### config.mk
export PLATFORM = sky130hd
export DESIGN_NAME = ycbcr_to_rgba_pixel_unit
export DESIGN_NICKNAME = d
export VERILOG_FILES = /design/src/hw/rtl/ycrgb_pkg.sv /design/src/hw/rtl/ycrgb_matrix.sv /design/src/hw/rtl/ycbcr_to_rgba_pixel_unit.sv
export VERILOG_INCLUDE_DIRS = /design/src /design/src/hw/rtl
export SDC_FILE = /design/constraint.sdc
export NUM_CORES = 2
export LEC_CHECK = 0
export BUFFER_PORTS_ARGS = -buffer_cell sky130_fd_sc_hd__buf_2
export CELL_PAD_IN_SITES_DETAIL_PLACEMENT = 1
export CELL_PAD_IN_SITES_GLOBAL_PLACEMENT = 1
export CORE_MARGIN = 2
export CORE_UTILIZATION = 53
export CTS_CLUSTER_DIAMETER = 40
export DETAILED_ROUTE_END_ITERATION = 8
export PLACE_DENSITY = 0.82
export SYNTH_ARGS = -nofsm -noshare
export SYNTH_HDL_FRONTEND = slang
export SYNTH_HIERARCHICAL = 1
export SYNTH_SLANG_ARGS = --single-unit
### constraint.sdc
create_clock -name i_clk -period 7.92 [get_ports i_clk]
set_clock_uncertainty 0.05 [all_clocks]
set_input_delay 1.188 -clock i_clk [delete_from_list [all_inputs] [get_ports i_clk]]
set_output_delay 1.188 -clock i_clk [all_outputs]
set_load 0.005 [all_outputs]
### src/hw/rtl/ycbcr_to_rgba_pixel_unit_defines.svh
// Assertion macros for the YCbCr to RGBA pixel unit.
`ifndef YCBCR_TO_RGBA_PIXEL_UNIT_DEFINES_SVH
`define YCBCR_TO_RGBA_PIXEL_UNIT_DEFINES_SVH

// Same-cycle implication, checked outside reset.
`define YCRGB_ASSERT_NOW(lbl, ante, cons, msg) \
    lbl: assert property (@(posedge i_clk) disable iff (!i_rst_n) (ante) |-> (cons)) \
        else $error(msg);

// Next-cycle implication, checked outside reset.
`define YCRGB_ASSERT_NEXT(lbl, ante, cons, msg) \
    lbl: assert property (@(posedge i_clk) disable iff (!i_rst_n) (ante) |=> (cons)) \
        else $error(msg);

`endif

### src/hw/rtl/ycrgb_pkg.sv
// Shared types and constants for the YCbCr to RGBA pixel unit.
`default_nettype none

package ycrgb_pkg;

    // Product and sum widths of the color matrix (signed).
    localparam int PW = 27;
    localparam int SW = 28;

    // BT.601 coefficients, 16 fractional bits.
    localparam logic [17:0] K_Y_FULL   = 18'd65536;
    localparam logic [17:0] K_Y_LIM    = 18'd76309;
    localparam logic [17:0] K_RCR_FULL = 18'd91881;
    localparam logic [17:0] K_RCR_LIM  = 18'd104597;
    localparam logic [17:0] K_GCB_FULL = 18'd22554;
    localparam logic [17:0] K_GCB_LIM  = 18'd25675;
    localparam logic [17:0] K_GCR_FULL = 18'd46802;
    localparam logic [17:0] K_GCR_LIM  = 18'd53279;
    localparam logic [17:0] K_BCB_FULL = 18'd116130;
    localparam logic [17:0] K_BCB_LIM  = 18'd132201;

    // Rounding offsets; full-range green rounds the subtracted term the other way.
    localparam logic signed [SW-1:0] RND_HALF    = 28'sd32768;
    localparam logic signed [SW-1:0] RND_HALF_DN = 28'sd32767;

    localparam logic [7:0] LUMA_BLACK = 8'd16;
    localparam logic [7:0] ALPHA_OPAQUE = 8'd255;
    localparam logic [15:0] PREMUL_RND = 16'd127;

    // floor(x / 255) == (x * 32897) >> 23 for x < 2^16
    localparam logic [15:0] RECIP_255 = 16'd32897;
    localparam int RECIP_SHIFT = 23;

    typedef enum logic [1:0] {
        CFG_FULL_RANGE    = 2'd0,
        CFG_ALPHA_PRESENT = 2'd1,
        CFG_PREMULTIPLY   = 2'd2
    } t_cfg_idx;

    // Load strobes for the two matrix stages.
    typedef struct packed {
        logic ld1;
        logic ld2;
    } t_mtx_ctl;

endpackage

`default_nettype wire

### src/hw/rtl/ycrgb_matrix.sv
// Color matrix: coefficient products, then rounded sums and clamp to bytes.
`default_nettype none

module ycrgb_matrix (
    input  logic                i_clk,
    input  ycrgb_pkg::t_mtx_ctl i_ctl,
    input  logic                i_full_range,
    input  logic                i_alpha_present,
    input  logic [7:0]          i_luma,
    input  logic [7:0]          i_blue_chroma,
    input  logic [7:0]          i_red_chroma,
    input  logic [7:0]          i_alpha_in,
    output logic [7:0]          o_red,
    output logic [7:0]          o_green,
    output logic [7:0]          o_blue,
    output logic [7:0]          o_alpha
);

    localparam int PW = ycrgb_pkg::PW;
    localparam int SW = ycrgb_pkg::SW;

    function automatic logic [7:0] clamp_u8(input logic signed [SW-1:0] s);
        logic neg;
        logic over;
        neg  = s[SW-1];
        over = |s[SW-2:24];
        if (neg) begin
            return 8'd0;
        end else if (over) begin
            return 8'd255;
        end
        return s[23:16];
    endfunction

    logic [7:0]               y_lim;
    logic [7:0]               y_fac;
    logic signed [7:0]        cb_s;
    logic signed [7:0]        cr_s;
    logic signed [PW-1:0]     y_x;
    logic signed [PW-1:0]     cb_x;
    logic signed [PW-1:0]     cr_x;
    logic signed [PW-1:0]     k_y;
    logic signed [PW-1:0]     k_rcr;
    logic signed [PW-1:0]     k_gcb;
    logic signed [PW-1:0]     k_gcr;
    logic signed [PW-1:0]     k_bcb;

    logic signed [PW-1:0]     n1_y;
    logic signed [PW-1:0]     n1_rcr;
    logic signed [PW-1:0]     n1_gcb;
    logic signed [PW-1:0]     n1_gcr;
    logic signed [PW-1:0]     n1_bcb;
    logic [7:0]               n1_alpha;
    logic signed [PW-1:0]     r1_y;
    logic signed [PW-1:0]     r1_rcr;
    logic signed [PW-1:0]     r1_gcb;
    logic signed [PW-1:0]     r1_gcr;
    logic signed [PW-1:0]     r1_bcb;
    logic [7:0]               r1_alpha;

    logic signed [SW-1:0]     sum_r;
    logic signed [SW-1:0]     sum_g;
    logic signed [SW-1:0]     sum_b;
    logic signed [SW-1:0]     rnd_g;
    logic [7:0]               r2_red;
    logic [7:0]               r2_green;
    logic [7:0]               r2_blue;
    logic [7:0]               r2_alpha;

    // Stage 1: one multiplier per term; full range scales luma by 1.0.
    always_comb begin
        y_lim = (i_luma > ycrgb_pkg::LUMA_BLACK) ? (i_luma - ycrgb_pkg::LUMA_BLACK) : 8'd0;
        y_fac = i_full_range ? i_luma : y_lim;
        cb_s  = $signed({~i_blue_chroma[7], i_blue_chroma[6:0]});
        cr_s  = $signed({~i_red_chroma[7], i_red_chroma[6:0]});
        y_x   = $signed(PW'(y_fac));
        cb_x  = PW'(cb_s);
        cr_x  = PW'(cr_s);
        k_y   = $signed(PW'(i_full_range ? ycrgb_pkg::K_Y_FULL   : ycrgb_pkg::K_Y_LIM));
        k_rcr = $signed(PW'(i_full_range ? ycrgb_pkg::K_RCR_FULL : ycrgb_pkg::K_RCR_LIM));
        k_gcb = $signed(PW'(i_full_range ? ycrgb_pkg::K_GCB_FULL : ycrgb_pkg::K_GCB_LIM));
        k_gcr = $signed(PW'(i_full_range ? ycrgb_pkg::K_GCR_FULL : ycrgb_pkg::K_GCR_LIM));
        k_bcb = $signed(PW'(i_full_range ? ycrgb_pkg::K_BCB_FULL : ycrgb_pkg::K_BCB_LIM));
        n1_y     = y_x * k_y;
        n1_rcr   = cr_x * k_rcr;
        n1_gcb   = cb_x * k_gcb;
        n1_gcr   = cr_x * k_gcr;
        n1_bcb   = cb_x * k_bcb;
        n1_alpha = i_alpha_present ? i_alpha_in : ycrgb_pkg::ALPHA_OPAQUE;
    end

    always_ff @(posedge i_clk) begin
        if (i_ctl.ld1) begin
            r1_y     <= n1_y;
            r1_rcr   <= n1_rcr;
            r1_gcb   <= n1_gcb;
            r1_gcr   <= n1_gcr;
            r1_bcb   <= n1_bcb;
            r1_alpha <= n1_alpha;
        end
    end

    // Stage 2: add, round, shift by 16, clamp.
    always_comb begin
        rnd_g = i_full_range ? ycrgb_pkg::RND_HALF_DN : ycrgb_pkg::RND_HALF;
        sum_r = SW'(r1_y) + SW'(r1_rcr) + ycrgb_pkg::RND_HALF;
        sum_g = SW'(r1_y) - SW'(r1_gcb) - SW'(r1_gcr) + rnd_g;
        sum_b = SW'(r1_y) + SW'(r1_bcb) + ycrgb_pkg::RND_HALF;
    end

    always_ff @(posedge i_clk) begin
        if (i_ctl.ld2) begin
            r2_red   <= clamp_u8(sum_r);
            r2_green <= clamp_u8(sum_g);
            r2_blue  <= clamp_u8(sum_b);
            r2_alpha <= r1_alpha;
        end
    end

    assign o_red   = r2_red;
    assign o_green = r2_green;
    assign o_blue  = r2_blue;
    assign o_alpha = r2_alpha;

endmodule

`default_nettype wire

### src/hw/rtl/ycbcr_to_rgba_pixel_unit.sv
// YCbCr to RGBA8 pixel unit: top level with the premultiply stages and flow control.
//
// Slave stream carries one YCbCr pixel plus alpha per item; master stream returns one
// RGBA8 pixel per item, in order.
// Config port: i_cfg_we writes bit 0 of i_cfg_wdata into register i_cfg_idx
// (0 full_range, 1 alpha_present, 2 premultiply); write only with the pipe drained.
// Throughput: one item per cycle while m_axis_tready is high, set by the four register
// stages (products, sums and clamp, c*a+127, multiply by the reciprocal of 255);
// m_axis_tvalid is the valid bit of the fourth stage.
// Each stage loads when it is empty or the next stage moves, so bubbles close up.
// When the receiver stalls, the items pile up in the stages; s_axis_tready falls
// only when all four stages hold an item and m_axis_tready is low.
// Synchronous reset empties the pipe and clears the config registers to 0.
`default_nettype none
`include "ycbcr_to_rgba_pixel_unit_defines.svh"

module ycbcr_to_rgba_pixel_unit (
    input  logic        i_clk,
    input  logic        i_rst_n,
    input  logic        i_cfg_we,
    input  logic [1:0]  i_cfg_idx,
    input  logic        i_cfg_wdata,
    input  logic        s_axis_tvalid,
    output logic        s_axis_tready,
    input  logic [31:0] s_axis_tdata,  // luma, blue_chroma, red_chroma, alpha_in
    output logic        m_axis_tvalid,
    input  logic        m_axis_tready,
    output logic [31:0] m_axis_tdata   // red, green, blue, alpha_out
);

    function automatic logic [7:0] div255(input logic [15:0] x);
        logic [31:0] p;
        p = 32'(x) * 32'(ycrgb_pkg::RECIP_255);
        return p[ycrgb_pkg::RECIP_SHIFT+7:ycrgb_pkg::RECIP_SHIFT];
    endfunction

    logic                r_full_range;
    logic                r_alpha_present;
    logic                r_premultiply;

    logic [3:0]          r_vld;
    logic [3:0]          n_vld;
    logic [3:0]          ld;
    ycrgb_pkg::t_mtx_ctl mtx_ctl;

    logic [7:0]          m_red;
    logic [7:0]          m_green;
    logic [7:0]          m_blue;
    logic [7:0]          m_alpha;

    logic [15:0]         n3_xr;
    logic [15:0]         n3_xg;
    logic [15:0]         n3_xb;
    logic [15:0]         r3_xr;
    logic [15:0]         r3_xg;
    logic [15:0]         r3_xb;
    logic [7:0]          r3_red;
    logic [7:0]          r3_green;
    logic [7:0]          r3_blue;
    logic [7:0]          r3_alpha;
    logic                r3_pm;

    logic [7:0]          r4_red;
    logic [7:0]          r4_green;
    logic [7:0]          r4_blue;
    logic [7:0]          r4_alpha;

    // Config registers
    always_ff @(posedge i_clk) begin
        if (!i_rst_n) begin
            r_full_range    <= 1'b0;
            r_alpha_present <= 1'b0;
            r_premultiply   <= 1'b0;
        end else if (i_cfg_we) begin
            case (ycrgb_pkg::t_cfg_idx'(i_cfg_idx))
                ycrgb_pkg::CFG_FULL_RANGE:    r_full_range    <= i_cfg_wdata;
                ycrgb_pkg::CFG_ALPHA_PRESENT: r_alpha_present <= i_cfg_wdata;
                ycrgb_pkg::CFG_PREMULTIPLY:   r_premultiply   <= i_cfg_wdata;
                default: ;
            endcase
        end
    end

    // Stage loads ripple back from the output.
    always_comb begin
        ld[3] = !r_vld[3] || m_axis_tready;
        for (int k = 2; k >= 0; k--) begin
            ld[k] = !r_vld[k] || ld[k+1];
        end
        n_vld = r_vld;
        if (ld[0]) begin
            n_vld[0] = s_axis_tvalid;
        end
        for (int k = 1; k < 4; k++) begin
            if (ld[k]) begin
                n_vld[k] = r_vld[k-1];
            end
        end
    end

    always_ff @(posedge i_clk) begin
        if (!i_rst_n) begin
            r_vld <= 4'b0;
        end else begin
            r_vld <= n_vld;
        end
    end

    assign mtx_ctl.ld1 = ld[0];
    assign mtx_ctl.ld2 = ld[1];

    ycrgb_matrix u_matrix (
        .i_clk           (i_clk),
        .i_ctl           (mtx_ctl),
        .i_full_range    (r_full_range),
        .i_alpha_present (r_alpha_present),
        .i_luma          (s_axis_tdata[7:0]),
        .i_blue_chroma   (s_axis_tdata[15:8]),
        .i_red_chroma    (s_axis_tdata[23:16]),
        .i_alpha_in      (s_axis_tdata[31:24]),
        .o_red           (m_red),
        .o_green         (m_green),
        .o_blue          (m_blue),
        .o_alpha         (m_alpha)
    );

    // Stage 3: c * a + 127
    always_comb begin
        n3_xr = 16'(m_red)   * 16'(m_alpha) + ycrgb_pkg::PREMUL_RND;
        n3_xg = 16'(m_green) * 16'(m_alpha) + ycrgb_pkg::PREMUL_RND;
        n3_xb = 16'(m_blue)  * 16'(m_alpha) + ycrgb_pkg::PREMUL_RND;
    end

    always_ff @(posedge i_clk) begin
        if (ld[2]) begin
            r3_xr    <= n3_xr;
            r3_xg    <= n3_xg;
            r3_xb    <= n3_xb;
            r3_red   <= m_red;
            r3_green <= m_green;
            r3_blue  <= m_blue;
            r3_alpha <= m_alpha;
            r3_pm    <= r_alpha_present && r_premultiply;
        end
    end

    // Stage 4: divide by 255 through the reciprocal, or pass the clamped value.
    always_ff @(posedge i_clk) begin
        if (ld[3]) begin
            r4_red   <= r3_pm ? div255(r3_xr) : r3_red;
            r4_green <= r3_pm ? div255(r3_xg) : r3_green;
            r4_blue  <= r3_pm ? div255(r3_xb) : r3_blue;
            r4_alpha <= r3_alpha;
        end
    end

    assign s_axis_tready = ld[0];
    assign m_axis_tvalid = r_vld[3];
    assign m_axis_tdata  = {r4_alpha, r4_blue, r4_green, r4_red};

    `YCRGB_ASSERT_NOW(a_opaque_without_alpha, m_axis_tvalid && !r_alpha_present,
        r4_alpha == ycrgb_pkg::ALPHA_OPAQUE, "alpha not opaque with alpha plane absent")
    `YCRGB_ASSERT_NOW(a_premul_bounded,
        m_axis_tvalid && r_alpha_present && r_premultiply,
        (r4_red <= r4_alpha) && (r4_green <= r4_alpha) && (r4_blue <= r4_alpha),
        "premultiplied channel exceeds alpha")
    `YCRGB_ASSERT_NEXT(a_stage_advance, r_vld[1] && ld[2], r_vld[2],
        "item lost between stages 2 and 3")
    `YCRGB_ASSERT_NOW(a_stall_only_when_full, !s_axis_tready,
        (r_vld == 4'b1111) && !m_axis_tready, "input stalled with room in the pipe")

endmodule

`default_nettype wire

==> out/summary.txt <==
CTS clock-pin slew for the worst setup and hold paths - 60 ps
RSZ-0062 raised after global routing - false
CTS root buf - clkbuf_16
Post-layout util - 58.7%
Max Root-Sink Buffers - 3
Number of remaining DRC errors - 0
Worst min-delay path category - register to register
CTS sink cnt - 286
Ys async rst share - 0%
Count of flip-flops with a built-in enable after synthesis - 279
Fin. max-slew vios - 0
Largest area contributor in the netlist - ha_1
IO Pins - 74
Syn Inst Count - 3438
Crit path required time - 8210 ps
Fin crit period - 6860 ps
Status - finished clean
Initial DRT Pass Iterations - 5
Initial Util - 53.7%
Synth cell types - 75
YS warnings - 6
Crit-path leading delay family - adder cells
Die Y - 265 µm
Post-synthesis sequential element count - 286
Wire per inst - 21.3 µm
Area growth, synth to finish - 9.31%
Sequential share of the synthesized area - 23.6%
PortBufs - 73
Synth top area cells - ha_1 26%, edfxtp_1 23%, fa_1 21%
Post-CTS resize count - 0
Most used DFF post-synth - edfxtp_1
Worst-Margin Slew - 1100 ps
Net count, final - 4727
DIE AREA - 0.0702 mm²
HPWL Detailed - 77200 µm
Final TNS setup - 0 ps
Hold Crit Start - r3_alpha[4]
Max-Cap Viols - 0
Cell Rows - 95
H-tree depth - 2
R2r startpoint - r_full_range
CTS tree - yes
Worst path max stage delay - 770 ps
Total wire length - 95300 µm
1st-iter DRT viols - 1190
Antenna viol nets, final - 0
Synthesized area - 0.0361 mm²
Largest net degree at the start of global routing - 82
CTS buffer count - 53
WP data arrival - 7140 ps
RePlAce Congestion - 0.915
CP Max Fanout - 14
Setup bufs post-CTS - 0
Die width - 265 µm
Crit path top cell by count - inv_1
Crit share post-route - 86.6%
Vias in the first global route - 29100
Post-Syn Area per Cell - 10.5 µm²
Global-route wire length before repair - 153000 µm
Startpoint Class - register
Worst Path Buf+Inv - 8
Remaining Overflow, GRT - 0
GRT Overall Usage - 27.9%
Fmax achieved - 0.146 GHz
Vias - 25400
Crit Path Class - register to register
Critical-path top delay cell - inv_1
Worst Setup End Kind - register
Total of fill cells in the finished design - 7304
Slew margin rel. - 26.8%
Clk_lat worst skew - 610 ps
Final setup viols - 0
Area share of the largest cell type after synthesis - 25.7%
Initial antenna violation count - 1
Share of cells above drive strength 1 - 6.32%
Final hold violation count - 0
Core box area - 0.0673 mm²
Worst setup path startpoint - r_full_range
Hold-fix buffers at CTS - 0
Vias/cell - 5.67
metrics by stage:
step	hold slack [ps]	setup WS [ps]	instance area, µm²	std cells
floorplan	350	1640	36200	3461
global placement	352	864	37600	4383
detailed placement	356	626	37600	4383
CTS	365	1110	39500	4483
global route	368	692	39500	4483
finish	364	1060	39500	4484
registers in the layout, indices dropped and copies added (netlist names), 8 cells and up:
register,count
r3_alpha,8
r3_blue,8
r3_green,8
r3_red,8
r3_xb,16
r3_xg,16
r3_xr,16
r4_alpha,8
r4_blue,8
r4_green,8
r4_red,8
u_matrix/o_alpha,8
u_matrix/o_blue,8
u_matrix/o_green,8
u_matrix/o_red,8
u_matrix/r1_alpha,8
u_matrix/r1_bcb,26
u_matrix/r1_gcb,24
u_matrix/r1_gcr,25
u_matrix/r1_rcr,26
u_matrix/r1_y,25
kinds of logic (layout without fill, tap and decap cells):
group           after synthesis  count (layout)  synth area share [%]
fa+ha+maj                  1122            1122                  46.8
buf+inv                     740             889                  7.69
simple gates                640             640                  8.85
compound gates              456             456                  8.23
flops                       286             286                  23.6
xor+xnor                    167             167                  4.05
mux                          25              25                 0.742
other cells                   2              26                0.0208
metal layers:
| metal | vias to the layer above | part of all wire, % | global-route usage (%) |
|---|---|---|---|
| met5 | - | 0 | 0 |
| met4 | 0 | 4.1 | 10.8 |
| met3 | 240 | 3.9 | 3.04 |
| met2 | 590 | 53 | 52.3 |
| met1 | 12900 | 39 | 32.5 |
| li1 | 11700 | - | - |
path summary, 6_finish.rpt:
check             slack (ps)  depth (start not counted)                  end
setup / recovery        1060                         25  u_matrix/r1_gcr[24]
hold / removal           360                          0          r4_alpha[4]
setup reg to reg        1060                         25  u_matrix/r1_gcr[24]
hold reg to reg          360                          0          r4_alpha[4]
cell usage in the layout, fill, tap and decap left out, types with 8 or more instances in the layout:
| cell type | count |
|---|---|
| ha_1 | 741 |
| inv_1 | 704 |
| fa_1 | 381 |
| edfxtp_1 | 279 |
| nand2_1 | 185 |
| a21oi_1 | 148 |
| and2_1 | 128 |
| nor2_1 | 114 |
| xnor2_1 | 112 |
| o21ai_0 | 77 |
| buf_2 | 73 |
| a21o_1 | 64 |
| xor2_1 | 55 |
| clkbuf_16 | 53 |
| nor3_1 | 43 |
| nor2b_1 | 33 |
| nand2b_1 | 29 |
| nand3_1 | 26 |
| conb_1 | 25 |
| o21bai_1 | 22 |
| o21a_1 | 21 |
| nand4_1 | 20 |
| a211oi_1 | 20 |
| and3_1 | 15 |
| mux2_2 | 14 |
| or2_2 | 13 |
| a31oi_1 | 12 |
| inv_6 | 12 |
| buf_4 | 12 |
| mux2i_1 | 11 |
| a21boi_0 | 10 |
| o31ai_1 | 9 |
| or3_1 | 9 |
| a31o_2 | 8 |
synthesized netlist by cell type, types with 10 or more instances:
library cell	instances
and2_1	128
fa_1	381
nand4_1	20
and3_1	15
nand3_1	26
or2_2	13
a21o_1	64
nor3_1	43
a31oi_1	12
nand2b_1	29
a21boi_0	10
inv_1	704
mux2i_1	11
nand2_1	187
mux2_2	14
nor2b_1	33
o21bai_1	22
edfxtp_1	279
nor2_1	114
clkbuf_1	34
a21oi_1	148
a211oi_1	20
xor2_1	55
xnor2_1	112
o21ai_0	77
ha_1	741
o21a_1	21
area by class of cell:
type / instances / area, µm² / area share (%)
clock buffer: 59 / 1350 / 3.42
tap: 873 / 1090 / 2.77
timing repair buffer: 85 / 455 / 1.15
multi-input combinational: 2435 / 24900 / 63.1
antenna: 1 / 2.50 / 0.00634
clock inverter: 41 / 495 / 1.26
sequential: 286 / 8520 / 21.6
inverter: 704 / 2640 / 6.70
Power is not shown: default switching activity piles up to over one toggle a cycle in this logic, so the estimate is an artifact.
